$ cat src/fpa_sign_sat.sv
// ============================================================================
// fpa_sign_sat
// Applies sign to a magnitude and saturates to the signed W-bit range.
// ============================================================================
module fpa_sign_sat #(
    parameter int W = 32
) (
    input  logic [2*W-1:0]      i_mag,
    input  logic                i_neg,
    output logic signed [W-1:0] o_res,
    output logic                o_ovf
);

    localparam logic signed [W-1:0] SAT_HI = {1'b0, {(W-1){1'b1}}};
    localparam logic signed [W-1:0] SAT_LO = {1'b1, {(W-1){1'b0}}};

    logic [W:0] w_top;
    logic       w_ge_half, w_is_half;

    // magnitude of exactly 2^(W-1) is still legal when negative
    assign w_top     = i_mag[2*W-1:W-1];
    assign w_ge_half = |w_top;
    assign w_is_half = (w_top == (W+1)'(1)) && (i_mag[W-2:0] == '0);
    assign o_ovf     = w_ge_half && !(i_neg && w_is_half);

    always_comb begin
        if (o_ovf) begin
            o_res = i_neg ? SAT_LO : SAT_HI;
        end else if (i_neg) begin
            o_res = -i_mag[W-1:0];
        end else begin
            o_res = i_mag[W-1:0];
        end
    end

endmodule

$ cat config.mk
export PLATFORM = sky130hd
export DESIGN_NAME = fpa_sign_sat
export DESIGN_NICKNAME = d
export VERILOG_FILES = /design/src/fpa_sign_sat.sv
export SDC_FILE = /design/constraint.sdc
export NUM_CORES = 1
export LEC_CHECK = 0
export BUFFER_PORTS_ARGS = -buffer_cell sky130_fd_sc_hd__buf_2
export CAP_MARGIN = 20
export CORE_UTILIZATION = 38
export DETAILED_ROUTE_END_ITERATION = 8
export MAX_ROUTING_LAYER = met4
export PLACE_DENSITY_LB_ADDON = 0.08
export SLEW_MARGIN = 20
export SYNTH_ARGS = -nofsm -noshare
export SYNTH_HDL_FRONTEND = slang
export SYNTH_SLANG_ARGS = --single-unit
$ cat constraint.sdc
create_clock -name vclk -period 1.95
set_input_delay 0.0975 -clock vclk [all_inputs]
set_output_delay 0.0975 -clock vclk [all_outputs]
set_load 0.05 [all_outputs]
==> results of run 1 <==
## through the flow
step	TNS [ns]	hold slack, ns	instances
after floorplan	-5.21	0.369	201
after global placement	-7.84	0.673	412
after detailed placement	-11.54	0.684	412
## kinds of logic after synthesis
group / count (synthesis) / synth area share, %
AOI/OAI and AO/OA: 61 / 37.5
xor gates and xnor gates: 1 / 0.721
adders and majority gates: 1 / 1.03
buffers and inverters: 15 / 5.56
muxes: 1 / 0.824
and+or+nand+nor: 122 / 54.4
## Yosys cell counts, types with 2 or more instances
library cell  instances  area [µm²]
o22ai_1               3        18.8
nand2_1              25        93.8
o311ai_1              8        70.1
clkbuf_1              6        22.5
a2bb2oi_1             8        70.1
a211oi_1              4        30.0
a21oi_1              16        80.1
nor3_1               16        80.1
a21o_1                3        22.5
and3_1                3        18.8
or4_1                 3        22.5
nor2_1               25        93.8
buf_2                 3        15.0
nor4_1               18         113
nand2b_1              5        31.3
nand3_1              10        50.1
nand3b_1              3        22.5
nand4_1               2        12.5
inv_1                 3        11.3
a221o_1               6        60.1
a311oi_1              5        43.8
or3_1                 4        25.0
o21ai_1               4        20.0
==> results by group, run 1 <==
Run status
  • Status: aborted with a tool error
  • Stage reached: 4_1_cts
  • Err: [ERROR DPL-0038] Utilization greater than 100%, impossible to legalize

Place
  • Final GP Congestion: 0.937
  • Final HPWL DP: about 5700 µm
  • Port Buffers: between 90 and 100
  • Worst slack at placement: -0.406 ns
  • Cell area after placement: about 2800 µm²

Floorplan
  • Die width: a little under 60 µm
  • Chip height: between 50 and 60 µm
  • Rows: 20
  • IO Pins: 98
  • Starting Density: 39.8%

Clock tree
  • CTS Hold Bufs: 0
  • # resized after CTS: between 100 and 150
  • Total setup buffers inserted after CTS: 7

Synthesis
  • Synth warn: 0
  • Unique cell type count in the Yosys netlist: a little over 40
  • Mean Syn Cell Area: approximately 6.0 µm²
  • Sequential fraction of the synthesis area: 0%
  • Mapped Nets: ~270
  • Syn Inst Count: between 200 and 250
  • Synth Cell Area: 1210 µm²
==> run 2, diff against run 1 <==
CORE_AREA = 2 2 63 65   (was default)
CORE_UTILIZATION = default   (was 38)
DIE_AREA = 0 0 65 67   (was default)
MAX_ROUTING_LAYER = default   (was met4)
PLACE_DENSITY_LB_ADDON = 0.15   (was 0.08)
clock period = 2.5 ns   (was 1.95 ns; I/O delays follow)
==> run 2 against run 1 <==
- the flow now finishes without violations
- synthesized area stayed put
- synthesized cell count did not move
==> results by group, run 2 <==
Synthesis
  • Mapped Nets: 267
  • Sequential fraction of the synthesis area: 0%
  • Synth top cells by count: nand2_1 (25), nor2_1 (25), nor4_1 (18), a21oi_1 (16), nor3_1 (16)
  • Unique cell type count in the Yosys netlist: 41
  • Syn Inst Count: 201
  • Yosys top cell area share: roughly 9.3%
  • Leading area contributor after synthesis: nor4_1
  • Mean Syn Cell Area: about 6.0 µm²
  • Synth top area cells: nor4_1 (9.3%), nand2_1 (7.7%), nor2_1 (7.7%)
  • Synth warn: 0
  • Synth Cell Area: 1210 µm²

Cells and area
  • Nets@finish: 389
  • Flip-flop and latch count: 0
  • # diodes: 0
  • Clock buffers: 0
  • Commonest non-fill, non-tap cell in the layout: buf_2
  • Register area: 0 µm²
  • Most frequent cells in the layout: buf_2 (79), buf_4 (38), nand2_1 (25)
  • Utilization of the core after routing: 65.4%
  • Ratio of cells with drive above 1 in the final layout: between 50 and 60%
  • Non-Filler Instances: approximately 370
  • Area Overhead vs Synth: 94.1%
  • Post-route design area: approximately 2400 µm²

Drt
  • First DRT Iteration DRCs: 66
  • DR pass1 iterations: 4
  • Routed Antenna Nets: 0
  • Via density: around 5.7
  • Vias after detailed routing: roughly 2100
  • Wirelength per Cell: between 10 and 15 µm
  • Post-Route WL: about 5000 µm
  • DRC: 0

Timing
  • Slew margin rel.: between 40 and 50%
  • Final setup viols: 0
  • Post-route minimum period: roughly 2.4 ns
  • Final Max Slew Viols: 0
  • Fin. Hold Viols: 0
  • Final TNS setup: 0 ns
  • Least-Margin Pin Slew: 0.837 ns
  • FMAX: 410 MHz
  • Period utilisation layout: between 90% and 100%
  • RSZ-0062 raised after global routing: true

Place
  • Cell total after placement: 369
  • Port Buffers: roughly 100
  • Cell area after placement: approximately 2300 µm²
  • Final GP Congestion: ~0.88
  • Final HPWL DP: between 4000 and 5000 µm

Floorplan
  • Core area: about 3600 µm²
  • Rows: 22
  • Chip height: 67 µm
  • Starting Density: 33.7%
  • IO Pins: 98
  • Die width: ~65 µm
  • Die area: approximately 4400 µm²

Critical path
  • Critical Path Fanout Max: 9
  • CP peak stage delay: approximately 0.4 ns
  • Critical path destination: o_res[28]
  • Most used cell, CP: buf_2
  • CP startpoint kind: input pin
  • Setup crit start: i_mag[0]
  • Crit path cell chain: buf_2 > inv_1 > ha_1 > nor3b_4 > nand4_4 > o41ai_4 > nand3_1 > a21oi_1 > a311oi_4 > buf_2
  • Worst Path Required: around 2.4 ns
  • Setup CP Type: input pin to output pin
  • Crit end category: output pin
  • Data arrival, critical path: between 2 and 2.5 ns
  • Slowest cell on the critical path: nand3_1

Global route
  • First-pass GRT wire length: ~8400 µm
  • GRT overflow: 0
  • GRT Util Overall: 23.7%
  • Largest net degree at the start of global routing: 24
  • Vias in the first global route: between 1500 and 2000
  • Initial antenna violation count: 0

Worst hold path
  • Worst hold-check path type: input pin to output pin

Power and ir drop
  • Worst ir drop on vdd: 107 µV
  • Leak: around 0.95 nW
  • Total power divided by cell area: 170 nW/µm²

Run status
  • Status: finished clean

Job
  • Total of max-cap violations: 0

Clock tree
  • Total setup buffers inserted after CTS: 0
==> run 2: cell counts after synthesis <==
Identical to the previous run, type by type.
==> run 2: timing repair <==
item,CTS,global route
hold endpoints to repair,0,0
hold buffers,0,0
resized for setup,0,34
endpoints found under the setup margin,0,30
==> run 2: worst min-delay path by stage <==
stage                    from         to  slack, ns  depth (start not counted)
finish              i_mag[30]  o_res[30]       0.61                          3
global route        i_mag[30]  o_res[30]       0.64                          3
CTS                 i_mag[30]  o_res[30]       0.66                          3
detailed placement  i_mag[30]  o_res[30]       0.66                          3
global placement    i_mag[30]  o_res[30]       0.66                          3
floorplan           i_mag[27]  o_res[27]       0.42                          1
==> run 2: worst max-delay path: cells and delay by family <==
family | cells | cell delay, ns
adder cells (fa/ha/maj) | 1 | 0.18
AND/OR/NAND/NOR | 3 | 0.78
buffers and inverters | 3 | 0.43
AO/OA/AOI/OAI | 3 | 0.79
==> run 2: cell type report <==
cell class / count / area, µm²
multi-input combinational: 186 / 1470
fill: 333 / 1250
timing repair buffer: 131 / 815
tap: 48 / 60.1
inverter: 4 / 15.0
==> run 2: kinds of logic (layout without fill, tap and decap cells) <==
group                    after synthesis  count (layout)  synth area share [%]
AND/OR/NAND/NOR                      122             122                  54.4
adder cells (fa/ha/maj)                1               1                  1.03
XOR/XNOR                               1               1                 0.721
buffers and inverters                 15             135                  5.56
AO/OA/AOI/OAI                         61              61                  37.5
multiplexers                           1               1                 0.824
==> run 2: power breakdown <==
part | switching, mW | internal [mW] | leakage (nW)
Clock | 0 | 0 | 0
Combinational | 0.255 | 0.146 | 0.947
Sequential | 0 | 0 | 0
==> run 2: layer usage <==
metal  vias up  track usage (%)  routed length [µm]
met5         -                0                   0
met4         0            0.798                   0
met3         0             1.01                 338
met2        81             48.1                2710
met1       976             28.6                2090
li1       1047                -                   -
==> run 2: stage by stage <==
stage	hold WS, ns	setup WS (ns)	power (mW)
after floorplan	0.424	-0.377	0.238
after detailed placement	0.658	0.0326	0.387
after global routing	0.635	-0.0885	0.425
final	0.615	0.0637	0.401
after CTS	0.658	0.0199	0.387
after global placement	0.657	0.0702	0.384
No activity file was read; power rests on OpenSTA's default activity.
