[config.mk]
export PLATFORM = sky130hd
export DESIGN_NAME = fpa_div_step
export DESIGN_NICKNAME = d
export VERILOG_FILES = /design/src/fpa_div_step.sv
export SDC_FILE = /design/constraint.sdc
export NUM_CORES = 1
export LEC_CHECK = 0
export BUFFER_PORTS_ARGS = -buffer_cell sky130_fd_sc_hd__buf_4
export CAP_MARGIN = 40
export CORE_ASPECT_RATIO = 1.75
export CORE_MARGIN = 2
export CORE_UTILIZATION = 56
export DETAILED_ROUTE_END_ITERATION = 8
export PLACE_DENSITY_LB_ADDON = 0.15
export SYNTH_ARGS = -nofsm -noshare
export SYNTH_HDL_FRONTEND = slang
export SYNTH_SLANG_ARGS = --single-unit
[constraint.sdc]
create_clock -name vclk -period 5
set_input_delay 0.5 -clock vclk [all_inputs]
set_output_delay 0.5 -clock vclk [all_outputs]
set_load 0.005 [all_outputs]
[src/fpa_div_step.sv]
// ============================================================================
// fpa_div_step
// One restoring-division step: shift in a numerator bit, trial subtract.
// ============================================================================
module fpa_div_step #(
    parameter int W = 32
) (
    input  logic [W-1:0] i_rem,
    input  logic         i_bit,
    input  logic [W-1:0] i_div,
    output logic [W-1:0] o_rem,
    output logic         o_qbit
);

    logic [W:0]   w_trial;
    logic [W+1:0] w_diff;

    // remainder stays below the divisor, so the trial value fits W+1 bits
    assign w_trial = {i_rem, i_bit};
    assign w_diff  = {1'b0, w_trial} - {2'b00, i_div};
    assign o_qbit  = !w_diff[W+1];
    assign o_rem   = o_qbit ? w_diff[W-1:0] : w_trial[W-1:0];

endmodule

== Yosys cells after proc, flatten, opt, wreduce, memory -nomap -nowiden ==
Cells that the tools add are included.

* Add/subtract/negate cells: 1
* Multiplexer cells: 1
* Reduce and logical (&&, ||, !) cells: 1

{| class="wikitable"
|+ Operator list
! kind !! count
|-
| $sub 33x32->34 || 1
|-
| $mux 32 || 1
|-
| $logic_not 1->1 || 1
|}

* Register bits after elaboration: 0

== Logic depth before layout (Yosys ltp) ==
Gate-level depths: netlist (run 1).

* Depth after elaboration: 2
* Mapped depth: 12

== Worst setup path after synthesis (run 1) ==
No wires, ideal clock.

* Kind: input to output
* Start: in i_bit
* End: out o_rem[30]
* Slack: 2.090 ns
* Cell stages on the path: 11
* Arrival: 2.410 ns
* Path through: inv_1 -> ha_1 -> inv_1 -> fa_1 -> a21o_1 -> a31oi_4 -> nor3_2 -> a31oi_2 -> o21a_2 -> o21ai_0 -> a221oi_2

* Word-level cells in the longest chain between the ends: 2

{| class="wikitable"
|+ RTL lines
! element !! line !! text
|-
| from (decl) || 9 || <nowiki>input logic i_bit,</nowiki>
|-
| $sub 33x32->34 || 20 || <nowiki>assign w_diff = {1'b0, w_trial} - {2'b00, i_div};</nowiki>
|-
| $mux 32 || 22 || <nowiki>assign o_rem = o_qbit ? w_diff[W-1:0] : w_trial[W-1:0];</nowiki>
|-
| to (decl) || 11 || <nowiki>output logic [W-1:0] o_rem,</nowiki>
|}

Every way passes these cells.

== Worst setup path after layout (run 1) ==
* Start: in i_rem[25]
* End: out o_rem[1]

* Word-level cells in the longest chain between the ends: 2

{| class="wikitable"
|+ RTL lines
! element !! line !! text
|-
| from (decl) || 8 || <nowiki>input logic [W-1:0] i_rem,</nowiki>
|-
| $sub 33x32->34 || 20 ||
|-
| $mux 32 || 22 ||
|}

Every way passes these cells.

==> impl_metrics.prom, run 1 <==
# TYPE chip_impl_metric gauge
chip_impl_info{name="critical_path_end_type",value="output port"} 1
chip_impl_metric{name="cellPowerDensity",unit="nW/um^2"} 145
chip_impl_metric{name="synth_adder_area_share",unit="%"} 17.3
chip_impl_metric{name="first_pass_grt_wire_length",unit="um"} 12200
chip_impl_metric{name="areaGrowthSynthToFinish",unit="%"} 29.7
chip_impl_metric{name="ctsResizeCount",unit=""} 0
chip_impl_metric{name="preCtsSetupSlack",unit="ns"} 1.55
chip_impl_info{name="synth.cells.most_frequent",value="sky130_fd_sc_hd__nand2_1, sky130_fd_sc_hd__inv_1, sky130_fd_sc_hd__o21ai_0, sky130_fd_sc_hd__ha_1, sky130_fd_sc_hd__a21oi_1"} 1
chip_impl_info{name="outcome",value="completed"} 1
chip_impl_metric{name="postSynthCellCount",unit=""} 373
chip_impl_metric{name="layout.clock_buffers",unit=""} 0
chip_impl_metric{name="net-switching-power",unit="mW"} 0.233
chip_impl_metric{name="cts.hold.buffers_added",unit=""} 0
chip_impl_metric{name="post_synth_instance_area",unit="um^2"} 2430
chip_impl_metric{name="drive_above_1_share",unit="%"} 27.9
chip_impl_metric{name="routed_wl_per_cell",unit="um"} 15.2
chip_impl_metric{name="power.internal",unit="mW"} 0.224
chip_impl_metric{name="placementRows",unit=""} 31
chip_impl_metric{name="crit_path_max_fanout",unit=""} 50
chip_impl_metric{name="final-hold-violation-count",unit=""} 0
chip_impl_metric{name="synth.area.mux_share",unit="%"} 2.01
chip_impl_metric{name="pwr-share-clk",unit="%"} 0
chip_impl_info{name="synth.most_common_cell",value="sky130_fd_sc_hd__nand2_1"} 1
chip_impl_metric{name="setup_viol",unit=""} 0
chip_impl_info{name="critical_path.startpoint_type",value="input port"} 1
chip_impl_metric{name="antenna-diode-count",unit=""} 0
chip_impl_metric{name="synthesized_area_per_cell",unit="um^2"} 6.51
chip_impl_metric{name="fin_setup_tns",unit="ns"} 0
chip_impl_metric{name="first_global_vias",unit=""} 3015
chip_impl_metric{name="final_net_count",unit=""} 558
chip_impl_metric{name="core_area",unit="um^2"} 4150
chip_impl_metric{name="gate_power_share",unit="%"} 100.0
chip_impl_metric{name="detail_route.vias_per_cell",unit=""} 6.04
chip_impl_metric{name="chipWidth",unit="um"} 53.8
chip_impl_metric{name="grt_start_max_net_pins",unit=""} 51
chip_impl_info{name="post_synth_main_area_contributors",value="sky130_fd_sc_hd__ha_1, sky130_fd_sc_hd__nand2_1, sky130_fd_sc_hd__o21ai_0"} 1
chip_impl_metric{name="post_cts.repair.setup_buffers",unit=""} 0
chip_impl_metric{name="globalRoute.totalOverflow",unit=""} 0
chip_impl_metric{name="routed-via-count",unit=""} 3062
chip_impl_info{name="synth_top_family_by_area",value="compound AO/OA/AOI/OAI gates"} 1
chip_impl_metric{name="power.static_leakage",unit="nW"} 1.60
chip_impl_metric{name="dp_hpwl",unit="um"} 6560
chip_impl_metric{name="initial_utilization",unit="%"} 58.5
chip_impl_metric{name="vdd.ir_drop.worst",unit="mV"} 0.114
chip_impl_metric{name="seq_area_frac_synth",unit="%"} 0
chip_impl_info{name="grt_setup_unrepaired",value="false"} 1
chip_impl_metric{name="initial_antenna_violation_count",unit=""} 0
chip_impl_info{name="criticalPathCategory",value="input port to output port"} 1
chip_impl_metric{name="dieArea",unit="um^2"} 4900
chip_impl_metric{name="xor_xnor_portion_of_the_synthesized_cell_area",unit="%"} 7.93
chip_impl_metric{name="timing.final.crit_period",unit="ns"} 3.47
chip_impl_metric{name="remaining_design_rule_violation_count",unit=""} 0
chip_impl_metric{name="drt_first_pass_iters",unit=""} 5
chip_impl_metric{name="worstMarginPinSlew",unit="ns"} 0.474
chip_impl_metric{name="reg_area",unit="um^2"} 0
chip_impl_metric{name="maxCapViolations",unit=""} 0
chip_impl_metric{name="seqPwrFrac",unit="%"} 0
chip_impl_metric{name="netlist.area_leader.share",unit="%"} 16.5
chip_impl_info{name="hold_path.class",value="input port to output port"} 1
chip_impl_metric{name="synth-simple-area-share",unit="%"} 22.3
chip_impl_metric{name="layout.sequential_cells",unit=""} 0
chip_impl_metric{name="finalWeightedCongestion",unit=""} 0.893
chip_impl_metric{name="placement.io_buffers",unit=""} 98
chip_impl_metric{name="arrival_time_at_the_worst_endpoint",unit="ns"} 2.97
chip_impl_metric{name="synthesis.yosys.warnings",unit=""} 0
chip_impl_metric{name="clock.fmax",unit="MHz"} 289
chip_impl_metric{name="fin_ws",unit="ns"} 1.53
chip_impl_metric{name="synthDistinctLibCells",unit=""} 61
chip_impl_info{name="yosysTopAreaCell",value="sky130_fd_sc_hd__ha_1"} 1
chip_impl_metric{name="die_height",unit="um"} 91.1
chip_impl_metric{name="drt_first_iter_violations",unit=""} 72
chip_impl_metric{name="timing.final.max_slew_violations",unit=""} 0
chip_impl_metric{name="i_o_pin_count",unit=""} 98
chip_impl_metric{name="routed_wirelength",unit="um"} 7720
chip_impl_metric{name="min_period_over_period",unit="%"} 69.3
chip_impl_metric{name="sw_frac_of_total",unit="%"} 51.0
chip_impl_metric{name="synth_nets",unit=""} 471
chip_impl_metric{name="grt_use_total",unit="%"} 31.1
chip_impl_metric{name="antenna_left",unit=""} 0
chip_impl_metric{name="timing.max_slew.rel_slack",unit="%"} 68.4
chip_impl_metric{name="synth_compound_gate_area_share",unit="%"} 40.2
chip_impl_metric{name="timing.critical_path.required",unit="ns"} 4.50
-- worst max-delay path: stages --
cell and delay, ns:
sky130_fd_sc_hd__buf_4 0.11, sky130_fd_sc_hd__ha_1 0.37, sky130_fd_sc_hd__a21o_1 0.21, sky130_fd_sc_hd__a21o_1 0.17
sky130_fd_sc_hd__a21oi_1 0.26, sky130_fd_sc_hd__o22ai_1 0.16, sky130_fd_sc_hd__nor3_4 0.20, sky130_fd_sc_hd__buf_4 0.44
sky130_fd_sc_hd__mux2_2 0.39, sky130_fd_sc_hd__buf_4 0.13
-- cell usage in the layout, fill, tap and decap left out, types with 4 or more instances in the layout --
master	synthesis	routed
sky130_fd_sc_hd__buf_4	0	99
sky130_fd_sc_hd__nand2_1	52	52
sky130_fd_sc_hd__inv_1	42	42
sky130_fd_sc_hd__o21ai_0	36	36
sky130_fd_sc_hd__ha_1	32	32
sky130_fd_sc_hd__a21oi_1	30	30
sky130_fd_sc_hd__nor2_1	27	27
sky130_fd_sc_hd__xnor2_1	13	13
sky130_fd_sc_hd__a21o_1	12	12
sky130_fd_sc_hd__xor2_1	9	9
sky130_fd_sc_hd__nand3_1	7	7
sky130_fd_sc_hd__a31oi_1	7	7
sky130_fd_sc_hd__nor3_1	5	5
sky130_fd_sc_hd__and3_1	5	5
sky130_fd_sc_hd__o211ai_1	4	4
sky130_fd_sc_hd__a21oi_2	4	4
sky130_fd_sc_hd__o21a_1	4	4
sky130_fd_sc_hd__o21bai_1	4	4
sky130_fd_sc_hd__o31ai_1	4	4
-- metal layers --
metal | vias to the layer above | global-route usage, % | wire length [um]
li1 | 1517 | - | -
met1 | 1432 | 28.1 | 2620
met2 | 99 | 66.3 | 4620
met3 | 14 | 0.822 | 313
met4 | 0 | 8.12 | 167
met5 | - | 0 | 0
-- final cells by class --
type	instances	area [um^2]
multi-input combinational	315	2180
fill	332	1000
timing repair buffer	99	743
inverter	44	165
tap	49	61.3
-- kinds of logic after synthesis --
kind of cell	count (synthesis)
AOI/OAI and AO/OA	140
buffers and inverters	58
muxes	4
xor gates and xnor gates	22
adders and majority gates	33
and+or+nand+nor	116
-- power by group through the flow --
stage          Combinational, mW  Sequential (mW)  Clock [mW]
4_1_cts                    0.455                0           0
3_3_place_gp               0.443                0           0
3_5_place_dp               0.453                0           0
2_1_floorplan              0.277                0           0
6_report                   0.457                0           0
5_1_grt                    0.499                0           0
-- through the flow --
step           hold WS, ns  cell area (um^2)  total power [mW]  utilization, %  std cells
4_1_cts               1.29              3150             0.455            75.9        507
3_5_place_dp          1.28              3150             0.453            75.9        507
6_report              1.28              3150             0.457            75.9        507
3_3_place_gp          1.28              3150             0.443            75.9        507
2_1_floorplan         1.09              2430             0.277               -        373
5_1_grt               1.31              3150             0.499            75.9        507
-- final timing paths --
path / endpoint / cells after the start / start
setup / recovery: o_rem[1] / 10 / i_rem[25]
hold / removal: o_rem[6] / 4 / i_rem[5]
Note: power is estimated with default switching activity, not from simulation.
==> inputs of run 2 (changes only) <==
- CORE_UTILIZATION: 56 -> 52
- clock period: 5 -> 3.45 ns (I/O delays scaled with it)
==> impl_metrics.prom, run 2 (synthesis results as in run 1) <==
# TYPE chip_impl_metric gauge
chip_impl_metric{name="pwr-share-clk",unit="%"} 0
chip_impl_metric{name="chipWidth",unit="um"} 55.7
chip_impl_metric{name="antenna_left",unit=""} 0
chip_impl_metric{name="preCtsSetupSlack",unit="ns"} 0.379
chip_impl_metric{name="timing.final.crit_period",unit="ns"} 3.14
chip_impl_metric{name="arrival_time_at_the_worst_endpoint",unit="ns"} 2.80
chip_impl_metric{name="sw_frac_of_total",unit="%"} 51.0
chip_impl_metric{name="drt_first_pass_iters",unit=""} 5
chip_impl_info{name="critical_path_end_type",value="output port"} 1
chip_impl_metric{name="cellPowerDensity",unit="nW/um^2"} 211
chip_impl_metric{name="routed_wl_per_cell",unit="um"} 15.5
chip_impl_info{name="hold_path.class",value="input port to output port"} 1
chip_impl_metric{name="cts.hold.buffers_added",unit=""} 0
chip_impl_info{name="most-common-layout-cells",value="sky130_fd_sc_hd__buf_4, sky130_fd_sc_hd__nand2_1, sky130_fd_sc_hd__inv_1"} 1
chip_impl_metric{name="net-switching-power",unit="mW"} 0.341
chip_impl_metric{name="worstMarginPinSlew",unit="ns"} 0.467
chip_impl_metric{name="initial_antenna_violation_count",unit=""} 0
chip_impl_metric{name="timing.final.max_slew_violations",unit=""} 0
chip_impl_metric{name="gate_power_share",unit="%"} 100.0
chip_impl_metric{name="crit_path_max_fanout",unit=""} 5
chip_impl_metric{name="grt_start_max_net_pins",unit=""} 28
chip_impl_metric{name="antenna-diode-count",unit=""} 0
chip_impl_metric{name="fin_total_pwr",unit="mW"} 0.667
chip_impl_metric{name="dp_hpwl",unit="um"} 6790
chip_impl_metric{name="remaining_design_rule_violation_count",unit=""} 0
chip_impl_info{name="criticalPathCategory",value="input port to output port"} 1
chip_impl_metric{name="detail_route.vias_per_cell",unit=""} 6.02
chip_impl_metric{name="layout.clock_buffers",unit=""} 0
chip_impl_metric{name="drive_above_1_share",unit="%"} 28.1
chip_impl_metric{name="first_global_vias",unit=""} 3043
chip_impl_metric{name="hold_path_depth",unit=""} 4
chip_impl_metric{name="areaGrowthSynthToFinish",unit="%"} 30.1
chip_impl_metric{name="ctsResizeCount",unit=""} 0
chip_impl_metric{name="timing.max_slew.rel_slack",unit="%"} 68.6
chip_impl_metric{name="placementRows",unit=""} 32
chip_impl_metric{name="layout.sequential_cells",unit=""} 0
chip_impl_metric{name="power.static_leakage",unit="nW"} 1.61
chip_impl_info{name="outcome",value="completed"} 1
chip_impl_metric{name="final_net_count",unit=""} 559
chip_impl_metric{name="globalRoute.totalOverflow",unit=""} 0
chip_impl_metric{name="clock.fmax",unit="MHz"} 318
chip_impl_metric{name="die_height",unit="um"} 94.4
chip_impl_metric{name="core_area",unit="um^2"} 4440
chip_impl_metric{name="drt_first_iter_violations",unit=""} 64
chip_impl_metric{name="grt_use_total",unit="%"} 29.3
chip_impl_metric{name="final-hold-violation-count",unit=""} 0
chip_impl_metric{name="seqPwrFrac",unit="%"} 0
chip_impl_metric{name="first_pass_grt_wire_length",unit="um"} 12700
chip_impl_metric{name="power.internal",unit="mW"} 0.327
chip_impl_metric{name="dieArea",unit="um^2"} 5250
chip_impl_info{name="critical_path.startpoint_type",value="input port"} 1
chip_impl_metric{name="vdd.ir_drop.worst",unit="mV"} 0.146
chip_impl_metric{name="routed_wirelength",unit="um"} 7930
chip_impl_info{name="grt_setup_unrepaired",value="false"} 1
chip_impl_info{name="final_common_cell",value="sky130_fd_sc_hd__buf_4"} 1
chip_impl_metric{name="i_o_pin_count",unit=""} 98
chip_impl_metric{name="post_cts.repair.setup_buffers",unit=""} 0
chip_impl_metric{name="initial_utilization",unit="%"} 54.6
chip_impl_metric{name="timing.critical_path.required",unit="ns"} 3.11
chip_impl_metric{name="fin_ws",unit="ns"} 0.306
chip_impl_metric{name="setup_viol",unit=""} 0
chip_impl_metric{name="reg_area",unit="um^2"} 0
chip_impl_metric{name="fin_setup_tns",unit="ns"} 0
chip_impl_metric{name="maxCapViolations",unit=""} 0
chip_impl_metric{name="finalWeightedCongestion",unit=""} 0.900
chip_impl_metric{name="placement.io_buffers",unit=""} 98
chip_impl_metric{name="min_period_over_period",unit="%"} 91.1
chip_impl_metric{name="routed-via-count",unit=""} 3069
## run 2: stage by stage
stage / instance area [um^2] / utilization, % / std cells / hold WS (ns)
floorplan: 2430 / - / 373 / 0.784
global placement: 3160 / 71.1 / 510 / 0.970
detailed placement: 3160 / 71.1 / 510 / 0.974
CTS: 3160 / 71.1 / 510 / 0.977
global route: 3160 / 71.1 / 510 / 0.991
finish: 3160 / 71.1 / 510 / 0.973
## run 2: final cells by class
| type | count | area [um^2] |
|---|---|---|
| fill | 421 | 1280 |
| multi-input combinational | 315 | 2180 |
| tap | 51 | 63.8 |
| inverter | 44 | 165 |
| timing repair buffer | 100 | 751 |
## run 2: critical path, stage by stage
cell and delay, ns:
sky130_fd_sc_hd__buf_4 0.11, sky130_fd_sc_hd__inv_1 0.05, sky130_fd_sc_hd__ha_1 0.16, sky130_fd_sc_hd__inv_1 0.06, sky130_fd_sc_hd__fa_1 0.40, sky130_fd_sc_hd__a21o_1 0.24
sky130_fd_sc_hd__a31oi_4 0.24, sky130_fd_sc_hd__nor3_2 0.08, sky130_fd_sc_hd__a31oi_2 0.27, sky130_fd_sc_hd__o21a_2 0.27, sky130_fd_sc_hd__o21ai_0 0.14, sky130_fd_sc_hd__a221oi_2 0.28
sky130_fd_sc_hd__buf_4 0.16
## run 2: worst paths after layout
path / start / to
min: i_rem[18] / o_rem[19]
max: i_bit / o_rem[30]
## run 2: layer usage
| layer | vias up | share of wire, % | global-route usage (%) |
|---|---|---|---|
| met5 | - | 0 | 0 |
| met4 | 0 | 4.6 | 14.4 |
| met3 | 30 | 2.9 | 1.10 |
| met2 | 99 | 58 | 63.6 |
| met1 | 1426 | 34 | 26.2 |
| li1 | 1514 | - | - |
## run 2: power by group through the flow
stage / registers (mW) / clock network [mW] / logic, mW
floorplan: 0 / 0 / 0.402
global placement: 0 / 0 / 0.648
detailed placement: 0 / 0 / 0.661
CTS: 0 / 0 / 0.664
global route: 0 / 0 / 0.729
finish: 0 / 0 / 0.667
==> inputs of run 3 (changes only) <==
- BUFFER_PORTS_ARGS: -buffer_cell sky130_fd_sc_hd__buf_4 -> unset
- CORE_UTILIZATION: 52 -> 69
- DONT_BUFFER_PORTS: unset -> 1
==> impl_metrics.prom, run 3 (synthesis results as in run 1) <==
# TYPE chip_impl_metric gauge
chip_impl_info{name="outcome",value="completed"} 1
chip_impl_metric{name="fin_total_pwr",unit="mW"} 0.487
chip_impl_metric{name="power.internal",unit="mW"} 0.192
chip_impl_metric{name="final-hold-violation-count",unit=""} 0
chip_impl_metric{name="dp_hpwl",unit="um"} 5610
chip_impl_metric{name="globalRoute.totalOverflow",unit=""} 0
chip_impl_metric{name="timing.final.max_slew_violations",unit=""} 0
chip_impl_metric{name="multiInputGateArea",unit="um^2"} 2180
chip_impl_metric{name="worst_path_largest_cell_delay",unit="ns"} 0.39
chip_impl_metric{name="detail_route.vias_per_cell",unit=""} 6.62
chip_impl_metric{name="vdd.ir_drop.worst",unit="mV"} 0.135
chip_impl_metric{name="worstMarginPinSlew",unit="ns"} 0.426
chip_impl_info{name="grt_setup_unrepaired",value="false"} 1
chip_impl_metric{name="finalWeightedCongestion",unit=""} 0.931
chip_impl_metric{name="placement.io_buffers",unit=""} 0
chip_impl_metric{name="antenna_left",unit=""} 0
chip_impl_info{name="timing.critical_path.slowest_stage_cell",value="sky130_fd_sc_hd__fa_1"} 1
chip_impl_info{name="criticalPathCategory",value="input port to output port"} 1
chip_impl_info{name="timing.critical_path.from",value="i_bit"} 1
chip_impl_metric{name="fin_setup_tns",unit="ns"} 0
chip_impl_metric{name="power.static_leakage",unit="nW"} 1.14
chip_impl_metric{name="die_height",unit="um"} 82.5
chip_impl_metric{name="core_area",unit="um^2"} 3360
chip_impl_metric{name="drive_above_1_share",unit="%"} 8.59
chip_impl_metric{name="antenna-diode-count",unit=""} 0
chip_impl_metric{name="drt_first_pass_iters",unit=""} 6
chip_impl_metric{name="crit_path_max_fanout",unit=""} 5
chip_impl_metric{name="first_global_vias",unit=""} 2530
chip_impl_metric{name="grt_start_max_net_pins",unit=""} 36
chip_impl_metric{name="filler_cell_count",unit=""} 308
chip_impl_metric{name="layout.clock_buffers",unit=""} 0
chip_impl_metric{name="drt_first_iter_violations",unit=""} 73
chip_impl_metric{name="seqPwrFrac",unit="%"} 0
chip_impl_metric{name="setup_viol",unit=""} 0
chip_impl_metric{name="fin_ws",unit="ns"} 0.523
chip_impl_info{name="critical_path_end_type",value="output port"} 1
chip_impl_info{name="worst_setup_path_endpoint",value="o_rem[30]"} 1
chip_impl_metric{name="final_net_count",unit=""} 461
chip_impl_metric{name="chipWidth",unit="um"} 48.8
chip_impl_metric{name="pwr-share-clk",unit="%"} 0
chip_impl_metric{name="remaining_design_rule_violation_count",unit=""} 0
chip_impl_metric{name="net-switching-power",unit="mW"} 0.295
chip_impl_info{name="series_of_cell_instances_along_the_critical_path",value="inv_1, ha_1, inv_1, fa_1, a21o_1, a31oi_4, nor3_2, a31oi_2, o21a_2, o21ai_0, a221oi_2"} 1
chip_impl_metric{name="i_o_pin_count",unit=""} 98
chip_impl_metric{name="routed_wl_per_cell",unit="um"} 16.3
chip_impl_metric{name="areaGrowthSynthToFinish",unit="%"} -0.515
chip_impl_metric{name="cts.hold.buffers_added",unit=""} 0
chip_impl_metric{name="cellPowerDensity",unit="nW/um^2"} 201
chip_impl_metric{name="placementRows",unit=""} 28
chip_impl_metric{name="routed_wirelength",unit="um"} 6610
chip_impl_metric{name="reg_area",unit="um^2"} 0
chip_impl_info{name="cpMostUsedCell",value="sky130_fd_sc_hd__inv_1"} 1
chip_impl_metric{name="preCtsSetupSlack",unit="ns"} 0.568
chip_impl_metric{name="post_cts.repair.setup_buffers",unit=""} 0
chip_impl_metric{name="sw_frac_of_total",unit="%"} 60.6
chip_impl_metric{name="routed-via-count",unit=""} 2687
chip_impl_info{name="hold_path.class",value="input port to output port"} 1
chip_impl_metric{name="maxCapViolations",unit=""} 0
chip_impl_info{name="final_common_cell",value="sky130_fd_sc_hd__nand2_1"} 1
chip_impl_info{name="most-common-layout-cells",value="sky130_fd_sc_hd__nand2_1, sky130_fd_sc_hd__inv_1, sky130_fd_sc_hd__o21ai_0"} 1
chip_impl_metric{name="gate_power_share",unit="%"} 100.0
chip_impl_metric{name="initial_utilization",unit="%"} 72.2
chip_impl_metric{name="min_period_over_period",unit="%"} 84.8
chip_impl_metric{name="timing.critical_path.required",unit="ns"} 3.11
chip_impl_metric{name="timing.final.crit_period",unit="ns"} 2.93
chip_impl_metric{name="initial_antenna_violation_count",unit=""} 0
chip_impl_metric{name="dieArea",unit="um^2"} 4030
chip_impl_info{name="critical_path.startpoint_type",value="input port"} 1
chip_impl_metric{name="ctsResizeCount",unit=""} 0
chip_impl_metric{name="arrival_time_at_the_worst_endpoint",unit="ns"} 2.58
chip_impl_metric{name="grt_use_total",unit="%"} 31.1
chip_impl_metric{name="clock.fmax",unit="MHz"} 342
chip_impl_metric{name="layout.sequential_cells",unit=""} 0
chip_impl_metric{name="timing.max_slew.rel_slack",unit="%"} 71.3
chip_impl_metric{name="first_pass_grt_wire_length",unit="um"} 10300
==> run 3: changes by cell type in the layout (fill, tap and decap cells not counted) <==
cell                    before  now
sky130_fd_sc_hd__buf_4     100    2
==> run 3: through the flow <==
step	instance area (um^2)	hold WS [ns]	cells	util, %
after floorplan	2430	0.784	373	-
after global placement	2420	0.790	406	71.8
after detailed placement	2420	0.792	406	71.8
after CTS	2420	0.793	406	71.8
after global routing	2420	0.801	406	71.8
final	2420	0.793	406	71.8
==> run 3: worst min-delay path by stage <==
stage / depth (start not counted) / start / endpoint
finish: 2 / i_rem[26] / o_rem[27]
global placement: 2 / i_rem[29] / o_rem[30]
global route: 2 / i_rem[27] / o_rem[28]
floorplan: 2 / i_rem[27] / o_rem[28]
detailed placement: 2 / i_rem[29] / o_rem[30]
CTS: 2 / i_rem[29] / o_rem[30]
==> run 3: final cells by class <==
class	count	area share (%)
Inverter	44	6.84
Timing Repair Buffer	2	0.621
Tap cell	45	2.33
Multi-Input combinational cell	315	90.2
==> run 3: critical path: cells and delay by family <==
kind	cells	cell delay [ns]
buffers and inverters	2	0.09
AOI/OAI and AO/OA	6	1.48
and+or+nand+nor	1	0.09
adders and majority gates	2	0.56
==> run 3: power groups by stage <==
stage                     Clock [mW]  Sequential (mW)  Combinational [mW]
after floorplan                    0                0               0.402
after global placement             0                0               0.474
after detailed placement           0                0               0.480
after CTS                          0                0               0.483
after global routing               0                0               0.537
final                              0                0               0.487
==> run 3: per-layer routing <==
layer | part of all wire, % | vias to the layer above | GRT usage, %
li1 | - | 1316 | -
met1 | 35 | 1233 | 27.5
met2 | 57 | 111 | 68.6
met3 | 4.2 | 27 | 2.52
met4 | 4.4 | 0 | 14.3
met5 | 0 | - | 0
