### src/fpa_pkg.sv
// ============================================================================
// fpa_pkg
// Shared types and command codes for the Q24.8 fixed-point ALU.
// ============================================================================
package fpa_pkg;

    localparam int DATA_W = 32;   // port width of operands and result
    localparam int CMD_W  = 4;

    typedef logic [CMD_W-1:0]         t_cmd;
    typedef logic signed [DATA_W-1:0] t_word;

    localparam t_cmd CMD_ADD = 4'd0;
    localparam t_cmd CMD_SUB = 4'd1;
    localparam t_cmd CMD_MUL = 4'd2;
    localparam t_cmd CMD_DIV = 4'd3;
    localparam t_cmd CMD_GT  = 4'd4;
    localparam t_cmd CMD_LT  = 4'd5;
    localparam t_cmd CMD_GE  = 4'd6;
    localparam t_cmd CMD_LE  = 4'd7;
    localparam t_cmd CMD_NE  = 4'd8;
    localparam t_cmd CMD_EQ  = 4'd9;
    localparam t_cmd CMD_MIN = 4'd10;
    localparam t_cmd CMD_MAX = 4'd11;
    localparam t_cmd CMD_INC = 4'd12;
    localparam t_cmd CMD_DEC = 4'd13;
    localparam t_cmd CMD_ITF = 4'd14;   // integer to fixed
    localparam t_cmd CMD_FTI = 4'd15;   // fixed to integer

    // status bits that ride along with each result
    typedef struct packed {
        logic cmp;
        logic ovf;
        logic dbz;
    } t_flags;

endpackage

### src/fpa_simple.sv
// ============================================================================
// fpa_simple
// Combinational ops: add/sub/inc/dec with saturation, compares, min/max,
// int<->fixed conversion. Mul and div results are filled in downstream.
// ============================================================================
module fpa_simple import fpa_pkg::*; #(
    parameter int W = 32,
    parameter int F = 8
) (
    input  t_cmd                i_cmd,
    input  logic signed [W-1:0] i_a,
    input  logic signed [W-1:0] i_b,
    output logic signed [W-1:0] o_res,
    output t_flags              o_flg
);

    localparam logic signed [W-1:0] SAT_HI = {1'b0, {(W-1){1'b1}}};
    localparam logic signed [W-1:0] SAT_LO = {1'b1, {(W-1){1'b0}}};

    logic [W:0]     w_sum, w_dif, w_inc, w_dec, w_wide;
    logic [W+F-1:0] w_itf;
    logic           w_itf_fit, w_lt, w_gt, w_eq, w_arith;

    assign w_sum = {i_a[W-1], i_a} + {i_b[W-1], i_b};
    assign w_dif = {i_a[W-1], i_a} - {i_b[W-1], i_b};
    assign w_inc = {i_a[W-1], i_a} + (W+1)'(1);
    assign w_dec = {i_a[W-1], i_a} - (W+1)'(1);

    // shifted value fits when the bits above the new sign all match it
    assign w_itf     = {i_a, {F{1'b0}}};
    assign w_itf_fit = (&w_itf[W+F-1:W-1]) || !(|w_itf[W+F-1:W-1]);

    assign w_lt = i_a < i_b;
    assign w_gt = i_a > i_b;
    assign w_eq = i_a == i_b;

    always_comb begin
        o_res   = '0;
        o_flg   = '0;
        w_wide  = w_sum;
        w_arith = 1'b0;
        case (i_cmd)
            CMD_ADD: begin
                w_wide  = w_sum;
                w_arith = 1'b1;
            end
            CMD_SUB: begin
                w_wide  = w_dif;
                w_arith = 1'b1;
            end
            CMD_INC: begin
                w_wide  = w_inc;
                w_arith = 1'b1;
            end
            CMD_DEC: begin
                w_wide  = w_dec;
                w_arith = 1'b1;
            end
            CMD_MUL: o_res = '0;
            CMD_DIV: o_flg.dbz = (i_b == '0);
            CMD_GT:  o_flg.cmp = w_gt;
            CMD_LT:  o_flg.cmp = w_lt;
            CMD_GE:  o_flg.cmp = !w_lt;
            CMD_LE:  o_flg.cmp = !w_gt;
            CMD_NE:  o_flg.cmp = !w_eq;
            CMD_EQ:  o_flg.cmp = w_eq;
            CMD_MIN: o_res = w_lt ? i_a : i_b;
            CMD_MAX: o_res = w_gt ? i_a : i_b;
            CMD_ITF: begin
                o_res     = w_itf_fit ? w_itf[W-1:0] : (i_a[W-1] ? SAT_LO : SAT_HI);
                o_flg.ovf = !w_itf_fit;
            end
            CMD_FTI: o_res = i_a >>> F;   // floor division by the scale
            default: o_res = '0;
        endcase

        if (w_arith) begin
            if (w_wide[W] != w_wide[W-1]) begin
                o_res     = w_wide[W] ? SAT_LO : SAT_HI;
                o_flg.ovf = 1'b1;
            end else begin
                o_res = w_wide[W-1:0];
            end
        end
    end

endmodule

### config.mk
export PLATFORM = sky130hd
export DESIGN_NAME = fpa_simple
export DESIGN_NICKNAME = d
export VERILOG_FILES = /design/src/fpa_pkg.sv /design/src/fpa_simple.sv
export SDC_FILE = /design/constraint.sdc
export NUM_CORES = 1
export LEC_CHECK = 0
export BUFFER_PORTS_ARGS = -buffer_cell sky130_fd_sc_hd__buf_4
export CORE_MARGIN = 4
export CORE_UTILIZATION = 40
export DETAILED_ROUTE_END_ITERATION = 7
export GPL_TIMING_DRIVEN = 0
export PLACE_DENSITY = 0.57
export SLEW_MARGIN = 20
export SYNTH_ARGS = -nofsm -noshare
export SYNTH_HDL_FRONTEND = slang
export SYNTH_SLANG_ARGS = --single-unit
### constraint.sdc
create_clock -name vclk -period 5.7
set_clock_uncertainty 0.1 [all_clocks]
set_input_delay 0.285 -clock vclk [all_inputs]
set_output_delay 0.285 -clock vclk [all_outputs]
set_load 0.01 [all_outputs]
After elaboration in Yosys (flattened, before gate mapping)
Cells that the tools add are included.
{"block": "word_totals", "out_inout_bits": 35, "reg_bits": 0, "input_bits": 68, "elab_cells": 48}
{"block": "op_classes", "order_cmp": 2, "addsub": 4, "mux": 15, "n_reduce_logical": 11, "eq_ne": 16}
{"cell": "2-to-1 mux 32 bit", "n": 7}
{"cell": "case mux 32 bit (4 select lines)", "n": 1}
{"cell": "case mux 33 bit (3 select lines)", "n": 1}
{"cell": "adder 32 x 2 -> 33 bit (second input constant)", "n": 1}
{"cell": "adder 32 x 32 -> 33 bit", "n": 1}
{"cell": "subtractor 32 x 2 -> 33 bit (second input constant)", "n": 1}
{"cell": "subtractor 32 x 32 -> 33 bit", "n": 1}
{"cell": "== test 32 bit", "n": 1}
{"cell": "== test 4 bit (second input constant)", "n": 8}
{"cell": "greater-than comparator 32 bit", "n": 1}
{"cell": "logical NOT 32 bit", "n": 1}
{"cell": "less-than comparator 32 bit", "n": 1}
{"cell": "== test 4 x 3 -> 1 bit (second input constant)", "n": 4}
{"cell": "AND reduction 9 bit", "n": 1}
{"cell": "OR reduction 9 bit", "n": 1}
{"cell": "case mux 1 bit (6 select lines)", "n": 1}
{"cell": "logical NOT 1 bit", "n": 5}
{"cell": "2-to-1 mux 1 bit", "n": 5}
{"cell": "== test 4 x 1 -> 1 bit (second input constant)", "n": 1}
{"cell": "== test 4 x 2 -> 1 bit (second input constant)", "n": 1}
{"cell": "logical NOT 4 bit", "n": 1}
{"cell": "OR reduction 4 bit", "n": 1}
{"cell": "logical OR 1 bit", "n": 1}
{"cell": "inequality test 1 bit", "n": 1}

Longest topological paths before layout
Gate-level depths: netlist of run 1.
{"block": "depth", "depth_word": 7, "mapped_depth": 21, "depth_no_buf": 19}

Worst setup path after synthesis of run 1
No wires, ideal clock.
{"block": "synth_path", "kind": "input-to-output", "start": "in i_b[9]", "end": "out o_res[4]", "arrival_time_ns": 4.474, "path_stages": 18, "path_buffers": 1, "setup_slack_ns": 0.841, "path_cell_list": "or4_1 -> nor3_2 -> nand2_1 -> or3_1 -> nor3_1 -> xnor2_1 -> a21oi_1 -> ha_1 -> and3_1 -> nand2_1 -> nor3_1 -> a41oi_1 -> o41ai_1 -> xnor2_1 -> a32o_2 -> buf_6 -> a211oi_2 -> o221ai_1"}
{"block": "synth_between", "elab_chain_len": 5}
{"item": "start: declaration", "line": "fpa_simple.sv:12", "rtl": "input logic signed [W-1:0] i_b,"}
{"item": "adder 32 x 32 -> 33 bit / subtractor 32 x 32 -> 33 bit (equally long branches)", "line": "fpa_simple.sv:24, fpa_simple.sv:25"}
{"item": "case mux 33 bit (3 select lines)", "line": "fpa_simple.sv:42", "rtl": "case (i_cmd)"}
{"item": "2-to-1 mux 32 bit / inequality test 1 bit (equally long branches)", "line": "fpa_simple.sv:79, fpa_simple.sv:78"}
{"item": "2-to-1 mux 32 bit", "line": "fpa_simple.sv:78", "rtl": "if (w_wide[W] != w_wide[W-1]) begin"}
{"item": "2-to-1 mux 32 bit *", "line": "fpa_simple.sv:77", "rtl": "if (w_arith) begin"}
{"item": "end: declaration", "line": "fpa_simple.sv:13", "rtl": "output logic signed [W-1:0] o_res,"}
Mark *: on every way between the ends. The rest lies on a longest branch, timed or not.

Worst setup path after layout of run 1
{"block": "layout_path", "start": "in i_b[9]", "end": "out o_res[11]"}
Same word-level chain as after synthesis.

==> results by group, run 1 <==
Yosys
  – Post-Synth Adder-Cell Area: 0.1308
  – Largest family of logic cells by synthesized area: compound AO/OA/AOI/OAI gates
  – Mapped Area: 6523 sq um
  – Synth Area in Simple Gates: 0.2196
  – Post-Synthesis Cells: 962
  – Seq/Total Area, Yosys: 0
  – Netlist cell types: 64
  – Synth Net Count: 1097
  – Post-synthesis compound-gate area fraction: 0.3785
  – Xor/xnor share of the synthesized area: 0.1139
  – Ys Warns: 0
  – Syn Area/Cell: 6.780 sq um
  – Multiplexer share of the synthesized area: 0.09131

Route
  – Routed wire per std cell: 23.30 microns
  – Via/cell ratio: 6.360
  – Routed WL: 29880 microns
  – Initial DRC count: 859
  – DRC Markers: 0
  – Vias: 8153
  – First-pass iteration count of the detailed router: 5
  – Final ANT Viol Nets: 0

Final layout
  – Non-filler cells, final: 1282
  – Finished Cell Area: 7884 sq um
  – Antenna diodes: 0
  – Post-layout util: 0.4945
  – Seq cells: 0
  – Register area: 0 sq um
  – # clk buffers: 0
  – NumNets Final: 1203
  – Area growth, synth to finish: 20.87%
  – Share of cells above drive strength 1: 0.2139
  – # fillers: 1695

Setup path
  – Arr. time, crit path: 5.14 ns
  – Startpoint Class: input port
  – Required @ worst endpoint: 5.32 ns
  – Max FO, Critical Path: 10
  – Crit path from: i_b[9]
  – Critical setup path kind: in -> out
  – Critical path capture point: o_res[11]
  – CP endpoint kind: output port

Floorplanning
  – Die H: 135.7 microns
  – Total Die Area: 18410 sq um
  – Initial cell density of the core: 0.4091
  – Number of cell rows: 46
  – Top-Level Pins: 103
  – Die X: 135.7 microns
  – Core area: 15940 sq um

Timing
  – Final hold viol count: 0
  – Fin crit period: 5.529 ns
  – Post-route setup TNS: 0 ns
  – Final-report setup violation count: 0
  – Final cycle utilization of the critical path: 0.9701
  – Worst hold slack: 0.7410 ns
  – Worst slew pin tran: 1.020 ns
  – Slew Viols, Final: 0
  – Max Freq: 180.9 MHz
  – Slew HR: 0.3203
  – Final worst slack: 0.1706 ns

Power and ir drop
  – Power, Total: 1.141 mW
  – Static Leak: 3.258 nW
  – Power density over the cells: 144.7 nW/um^2
  – VDD IR-drop max: 52.77 uV

Global routing
  – GRT overflow: 0
  – Pin count of the biggest net entering global routing: 11
  – GRT Total Usage: 0.3084
  – Initial antenna violation count: 0
  – Vias in the first global route: 7565
  – Global-route wire length before repair: 44420 microns

Placement
  – Dpl ws: -1.580 ns
  – Placed cell areas: 7565 sq um
  – Dpl hpwl: 24150 microns
  – RD Place Congestion: 0.9678
  – Number of I/O port buffers: 102
  – # placed instances: 1280

Run status
  – Outcome: finished clean

Flow run
  – Max-cap violation count: 0

Clock tree
  – Hold-fix buffers at CTS: 0

Worst hold path
  – Class of the tightest hold or removal check: in -> out
[worst max-delay path, stage by stage]
cell and delay, ns:
buf_4 0.13, or4_4 0.57, nor3_4 0.18, nand2_4 0.12, or3_1 0.37, nor3_2 0.14
xnor2_1 0.13, a21oi_1 0.09, ha_1 0.37, and3_4 0.23, nand2_2 0.12, o211ai_1 0.42
a41oi_4 0.12, o41ai_4 0.55, xnor2_2 0.22, a32o_2 0.35, buf_6 0.21, a211oi_2 0.05
o221ai_1 0.30, buf_4 0.18
[cell usage after synthesis, types with 19 or more instances]
library cell,n,share of area
a21oi_1,111,0.085
nor2_1,109,0.063
nand2_1,71,0.041
ha_1,65,0.12
xnor2_1,62,0.083
o21ai_0,59,0.045
inv_1,51,0.029
clkbuf_1,45,0.026
o221ai_1,34,0.046
mux2_2,28,0.048
mux2i_1,28,0.043
a211oi_2,26,0.050
a221oi_1,23,0.031
xor2_1,21,0.028
a21o_1,19,0.022
[power breakdown]
group / total (mW) / switching, mW / internal [mW]
Combinational: 1.14 / 0.677 / 0.464
Clock: 0 / 0 / 0
Sequential: 0 / 0 / 0
[what timing repair did]
item / CTS / global route
pin swaps: 4 / 9
cloned: 0 / 0
setup endpoints to repair: 33 / 32
buffers inserted: 2 / 5
resized for setup: 29 / 28
[layout by cell type, fill, tap and decap left out, types with 14 or more instances in the layout]
cell type	synthesis	routed
nor2_1	109	104
a221oi_1	23	23
clkbuf_1	45	37
a21o_1	19	19
mux2i_1	28	28
nand3_1	15	14
inv_1	51	51
o21ai_0	59	58
mux2_2	28	28
ha_1	65	63
a21oi_1	111	110
nand2_1	71	68
xnor2_1	62	60
xor2_1	21	21
nand2b_1	14	14
buf_4	0	110
nand4_1	18	18
a211oi_2	26	26
o221ai_1	34	23
[final cells by class]
| type | instances | area, sq um | area share |
|---|---|---|---|
| multi-input cells | 856 | 6370 | 0.8080 |
| repair buffers | 109 | 818.3 | 0.1038 |
| plain buffers | 50 | 234.0 | 0.02968 |
| well taps | 216 | 270.3 | 0.03428 |
| inverters | 51 | 191.4 | 0.02428 |
[per-layer routing]
metal / vias up / track usage / part of all wire
li1: 3849 / - / -
met1: 3851 / 0.4599 / 0.45
met2: 405 / 0.4790 / 0.43
met3: 48 / 0.04123 / 0.092
met4: 0 / 0.04815 / 0.022
met5: - / 0 / 0
[how the worst min path moves through the flow]
| stage | from | depth (start not counted) | endpoint |
|---|---|---|---|
| after global routing | i_b[31] | 3 | o_flg[0] |
| after global placement | i_b[31] | 3 | o_flg[0] |
| final | i_b[31] | 3 | o_flg[0] |
| after detailed placement | i_b[31] | 3 | o_flg[0] |
| after CTS | i_b[31] | 3 | o_flg[0] |
| after floorplan | i_b[31] | 1 | o_flg[0] |
[logic make-up (layout without fill, tap and decap cells)]
family / after synthesis / after routing
AOI/OAI and AO/OA: 353 / 353
xor gates and xnor gates: 84 / 84
adders and majority gates: 67 / 67
buffers and inverters: 106 / 210
muxes: 56 / 56
and+or+nand+nor: 296 / 296
No activity file was read; power rests on OpenSTA's default activity.
==> inputs of run 2 (changes only) <==
- ABC_CLOCK_PERIOD_IN_PS: not set -> 5700
- CORE_ASPECT_RATIO: not set -> 1.75
- CORE_UTILIZATION: 40 -> 41
- PLACE_DENSITY: 0.57 -> 0.58
==> run 2 against run 1 <==
Effect of this change: combinational power barely moved; cell count fell by 2.3%; final area shrank 1.2%; first-iteration DRC count is 25% lower; non-clock buffer count unchanged; global-route usage increased by 3.3 points; wire length increased by 6.7%; fmax is 0.64% lower; largest cell class unchanged; sequential cell count unchanged; critical path depth unchanged; sequential share of layout area is the same.
==> results by group, run 2 (same netlist as run 1, synthesis figures left out) <==
Floorplanning
  – Die X: 103.3 microns (was 135.7 microns)
  – Total Die Area: 18070 sq um (was 18410 sq um)
  – Die H: 174.9 microns (was 135.7 microns)
  – Top-Level Pins: 103 (unchanged)
  – Initial cell density of the core: 0.4218 (was 0.4091)
  – Number of cell rows: 60 (was 46)
  – Core area: 15460 sq um (was 15940 sq um)

Worst hold path
  – Min-Delay Path Depth: 3 (unchanged)
  – Class of the tightest hold or removal check: in -> out (unchanged)

Global routing
  – Initial antenna violation count: 0 (unchanged)
  – Vias in the first global route: 8202 (was 7565)
  – GRT Total Usage: 0.3417 (was 0.3084)
  – GRT overflow: 0 (unchanged)
  – Pin count of the biggest net entering global routing: 11 (unchanged)
  – Global-route wire length before repair: 46800 microns (was 44420 microns)

Final layout
  – # clk buffers: 0 (unchanged)
  – Antenna diodes: 0 (unchanged)
  – Share of cells above drive strength 1: 0.2036 (was 0.2139)
  – Post-layout util: 0.5035 (was 0.4945)
  – Seq cells: 0 (unchanged)
  – Non-filler cells, final: 1252 (was 1282)
  – Register area: 0 sq um (unchanged)
  – Area growth, synth to finish: 19.37% (was 20.87%)
  – Most frequent cells in the layout: a21oi_1 (110), nor2_1 (106), buf_4 (106) (was a21oi_1 (110), buf_4 (110), nor2_1 (104))
  – NumNets Final: 1203 (unchanged)
  – Commonest non-fill, non-tap cell in the layout: a21oi_1

Timing
  – Final hold viol count: 0 (unchanged)
  – Worst slew pin tran: 0.9212 ns (was 1.020 ns)
  – Post-route setup TNS: 0 ns (unchanged)
  – Slew HR: 0.3700 (was 0.3203)
  – Slew Viols, Final: 0 (unchanged)
  – Final-report setup violation count: 0 (unchanged)
  – Max Freq: 179.7 MHz (was 180.9 MHz)
  – Final worst slack: 0.1351 ns (was 0.1706 ns)
  – Final cycle utilization of the critical path: 0.9763 (was 0.9701)
  – Fin crit period: 5.565 ns (was 5.529 ns)

Power and ir drop
  – Comb pwr share: 1.000 (about the same)
  – Power density over the cells: 147.2 nW/um^2 (was 144.7 nW/um^2)
  – Static Leak: 3.234 nW (was 3.258 nW)
  – Clock power frac: 0 (about the same)
  – Switch Pwr: 0.6853 mW (was 0.6767 mW)
  – VDD IR-drop max: 75.57 uV (was 52.77 uV)
  – Sw frac: 0.5980 (was 0.5933)
  – P_int: 0.4607 mW (was 0.4639 mW)
  – Part of the power in registers: 0 (about the same)

Route
  – Routed WL: 31870 microns (was 29880 microns)
  – Routed wire per std cell: 25.45 microns (was 23.30 microns)
  – First-pass iteration count of the detailed router: 5 (unchanged)
  – Via/cell ratio: 6.601 (was 6.360)
  – Final ANT Viol Nets: 0 (unchanged)
  – Vias: 8264 (was 8153)
  – Initial DRC count: 641 (was 859)
  – DRC Markers: 0 (unchanged)

Setup path
  – Max FO, Critical Path: 10 (unchanged)
  – Arr. time, crit path: 5.18 ns (was 5.14 ns)
  – Cell mode on critical path: buf_4 (unchanged)
  – CP top delay family: simple AND/OR/NAND/NOR gates (was compound AO/OA/AOI/OAI gates)
  – Startpoint Class: input port (unchanged)
  – CP bufs+invs: 3 (unchanged)
  – Crit path largest cell delay: 0.58 ns (was 0.57 ns)
  – Required @ worst endpoint: 5.32 ns (about the same)
  – Levels on crit path: 20 (unchanged)
  – CP endpoint kind: output port (unchanged)
  – Critical path cell sequence: buf_4, or4_4, nor3_4, nand2_2, or3_1, nor3_2, xnor2_1, a21oi_1, ha_1, and3_4, nand2_1, o211ai_1, a41oi_2, o41ai_4, xnor2_2, a32o_2, buf_6, a211oi_2, o221ai_1, buf_4 (was buf_4, or4_4, nor3_4, nand2_4, or3_1, nor3_2, xnor2_1, a21oi_1, ha_1, and3_4, nand2_2, o211ai_1, a41oi_4, o41ai_4, xnor2_2, a32o_2, buf_6, a211oi_2, o221ai_1, buf_4)
  – Slowest-stage cell, CP: o41ai_4 (was or4_4)
  – Critical setup path kind: in -> out (unchanged)

Placement
  – Number of I/O port buffers: 102 (unchanged)
  – Dpl ws: -1.918 ns (was -1.580 ns)
  – Dpl hpwl: 26190 microns (was 24150 microns)
  – # placed instances: 1250 (was 1280)
  – RD Place Congestion: 1.018 (was 0.9678)

Run status
  – Outcome: finished clean (unchanged)

Flow run
  – Max-cap violation count: 0 (unchanged)
run 2: power by group through the flow:
stage                     Combinational (mW)  Clock, mW  Sequential [mW]
after global routing                    1.22          0                0
after detailed placement                1.08          0                0
after global placement                  1.07          0                0
after CTS                               1.10          0                0
after floorplan                        0.706          0                0
final                                   1.15          0                0
run 2: per-stage QoR:
stage | instance area (sq um) | power, mW | hold WS [ns]
4_1_cts | 7659 | 1.100 | 0.7479
2_1_floorplan | 6523 | 0.7063 | 0.5241
3_5_place_dp | 7521 | 1.076 | 0.7477
3_3_place_gp | 7521 | 1.075 | 0.7484
6_report | 7786 | 1.146 | 0.7477
5_1_grt | 7786 | 1.222 | 0.7695
run 2: final cells by class:
| type | instances | area (sq um) |
|---|---|---|
| Fill cell | 1659 | 7679 |
| Inverter | 51 | 191.4 |
| Timing Repair Buffer | 107 | 815.8 |
| Multi-Input combinational cell | 856 | 6301 |
| Buffer | 52 | 245.2 |
| Tap cell | 186 | 232.7 |
run 2: final timing paths:
path	from	end	slack, ns
hold / removal	i_b[31]	o_flg[0]	0.75
setup / recovery	i_b[9]	o_res[23]	0.14
run 2: what timing repair did:
item,CTS,global route
endpoints found under the setup margin,33,32
gates resized for setup,17,29
pin swaps,5,11
buffers inserted,4,1
endpoints found under the hold margin,0,0
hold buffers,0,0
run 2: tightest hold or removal path, stage by stage:
cell and delay, ns:
buf_4 0.09, nor4_1 0.05, buf_4 0.14
run 2: per-layer routing:
metal	up-vias	wire length, microns	track usage
li1	3861	-	-
met2	411	15580	0.5801
met4	0	3230	0.2690
met1	3857	11120	0.3755
met3	135	1937	0.02757
met5	-	0	0
==> inputs of run 3 (changes only) <==
- RECOVER_POWER: not set -> 50
==> run 3 against run 2 <==
Effect of this change: non-clock buffer count unchanged; worst setup slack got worse by 0.00078 ns; via count decreased by 0.53%; total power decreased by 0.43%; utilization decreased by 0.089 points; sequential share of layout area unchanged; final area decreased by 0.18%; worst hold slack got worse by 0.0032 ns.
==> results by group, run 3 (same netlist as run 1, synthesis figures left out) <==
Run status
  – Outcome: finished clean (unchanged)

Final layout
  – Area growth, synth to finish: 19.16% (was 19.37%)
  – Multi-input logic area: 6301 sq um (unchanged)
  – Antenna diodes: 0 (unchanged)
  – Non-filler cells, final: 1252 (unchanged)
  – Share of cells above drive strength 1: 0.2017 (was 0.2036)
  – Seq cells: 0 (unchanged)
  – # clk buffers: 0 (unchanged)
  – # fillers: 1663 (was 1659)
  – NumNets Final: 1203 (unchanged)
  – Register area: 0 sq um (unchanged)
  – Post-layout util: 0.5026 (was 0.5035)
  – Commonest non-fill, non-tap cell in the layout: a21oi_1 (unchanged)
  – Finished Cell Area: 7772 sq um (was 7786 sq um)
  – Most frequent cells in the layout: a21oi_1 (110), nor2_1 (106), buf_4 (103) (was a21oi_1 (110), nor2_1 (106), buf_4 (106))

Timing
  – Worst hold slack: 0.7446 ns (was 0.7477 ns)
  – Max Freq: 179.7 MHz (about the same)
  – RSZ-0062 raised after global routing: no
  – Final cycle utilization of the critical path: 0.9764 (was 0.9763)
  – Fin crit period: 5.566 ns (was 5.565 ns)
  – Slew Viols, Final: 0 (unchanged)
  – Final-report setup violation count: 0 (unchanged)
  – Final worst slack: 0.1343 ns (was 0.1351 ns)
  – Final hold viol count: 0 (unchanged)
  – Slew HR: 0.3618 (was 0.3700)
  – Worst slew pin tran: 0.9572 ns (was 0.9212 ns)

Route
  – Routed wl met3: 1836 microns (was 1937 microns)
  – Via/cell ratio: 6.565 (was 6.601)
  – DRC Markers: 0 (unchanged)
  – DRT met1 WL: 11190 microns (was 11120 microns)
  – First-pass iteration count of the detailed router: 5 (unchanged)
  – Routed wire per std cell: 25.37 microns (was 25.45 microns)
  – WL met2: 15560 microns (was 15580 microns)
  – Initial DRC count: 622 (was 641)
  – Routed WL: 31770 microns (was 31870 microns)
  – DR top layer: met4 (unchanged)
  – Final ANT Viol Nets: 0 (unchanged)
  – Vias: 8220 (was 8264)

Power and ir drop
  – Comb pwr share: 1.000 (about the same)
  – P_int: 0.4570 mW (was 0.4607 mW)
  – Clock power frac: 0 (about the same)
  – Sw frac: 0.5995 (was 0.5980)
  – Switch Pwr: 0.6840 mW (was 0.6853 mW)
  – Static Leak: 3.225 nW (was 3.234 nW)
  – VDD IR-drop max: 75.70 uV (was 75.57 uV)
  – Power density over the cells: 146.8 nW/um^2 (was 147.2 nW/um^2)
  – Part of the power in registers: 0 (about the same)

Worst hold path
  – Hold wc startpoint: i_b[31] (unchanged)
  – Class of the tightest hold or removal check: in -> out (unchanged)
  – Min-Delay Path Depth: 3 (unchanged)

Global routing
  – Global-route wire length before repair: 46800 microns (unchanged)
  – Initial antenna violation count: 0 (unchanged)
  – GRT overflow: 0 (unchanged)
  – Pin count of the biggest net entering global routing: 11 (unchanged)
  – GRT Total Usage: 0.3417 (unchanged)
  – Vias in the first global route: 8202 (unchanged)

Flow run
  – Max-cap violation count: 0 (unchanged)

Setup path
  – CP endpoint kind: output port (unchanged)
  – Startpoint Class: input port (unchanged)
  – Critical setup path kind: in -> out (unchanged)
  – Arr. time, crit path: 5.18 ns (about the same)
  – Crit path from: i_b[9] (unchanged)
  – Required @ worst endpoint: 5.32 ns (about the same)
  – Max FO, Critical Path: 10 (unchanged)

Placement
  – RD Place Congestion: 1.018 (unchanged)
  – # placed instances: 1250 (unchanged)
  – Number of I/O port buffers: 102 (unchanged)
  – Dpl hpwl: 26190 microns (unchanged)
  – Placed cell areas: 7521 sq um (unchanged)
  – Dpl ws: -1.918 ns (unchanged)

Floorplanning
  – Initial cell density of the core: 0.4218 (unchanged)
  – Core area: 15460 sq um (unchanged)
  – Die H: 174.9 microns (unchanged)
  – Total Die Area: 18070 sq um (unchanged)
  – Top-Level Pins: 103 (unchanged)
  – Number of cell rows: 60 (unchanged)
  – Die X: 103.3 microns (unchanged)

Clock tree
  – Hold-fix buffers at CTS: 0 (unchanged)
-- run 3: cell type report --
| type | instances | area share |
|---|---|---|
| Timing Repair Buffer | 107 | 0.1038 |
| Tap cell | 186 | 0.02994 |
| Multi-Input combinational cell | 856 | 0.8107 |
| Buffer | 52 | 0.03091 |
| Inverter | 51 | 0.02463 |
-- run 3: path summary, 6_finish.rpt --
path                   endpoint  slack [ns]
worst max-delay path  o_res[23]        0.13
worst min-delay path   o_flg[0]        0.74
-- run 3: per-layer routing --
metal,track usage,vias to the layer above
met4,0.2690,0
li1,-,3864
met5,0,-
met2,0.5801,409
met1,0.3755,3818
met3,0.02757,129
-- run 3: critical path, cell delays in order --
cell and delay (ns):
buf_4 0.13, or4_4 0.57, nor3_4 0.23, nand2_2 0.14, or3_1 0.38, nor3_2 0.15
xnor2_1 0.14, a21oi_1 0.09, ha_1 0.40, and3_4 0.23, nand2_1 0.12, o211ai_1 0.28
a41oi_2 0.11, o41ai_4 0.58, xnor2_2 0.23, a32o_2 0.38, buf_6 0.22, a211oi_2 0.05
o221ai_1 0.27, buf_4 0.17
-- run 3: timing repair --
action | in CTS | in global routing
setup endpoints to repair | 33 | 32
cloned | 0 | 0
hold endpoints to repair | 0 | 0
buffers inserted | 4 | 1
gates resized for setup | 17 | 29
pin swaps | 5 | 11
-- run 3: power by group through the flow --
stage	Combinational, mW	Sequential [mW]	Clock, mW
final	1.14	0	0
after global routing	1.22	0	0
after CTS	1.10	0	0
after detailed placement	1.08	0	0
after global placement	1.07	0	0
after floorplan	0.706	0	0
-- run 3: stage by stage --
step                power (mW)  TNS (ns)
finish                   1.141         0
global route             1.217         0
CTS                      1.100         0
detailed placement       1.076    -55.74
global placement         1.075    -56.15
floorplan               0.7063         0
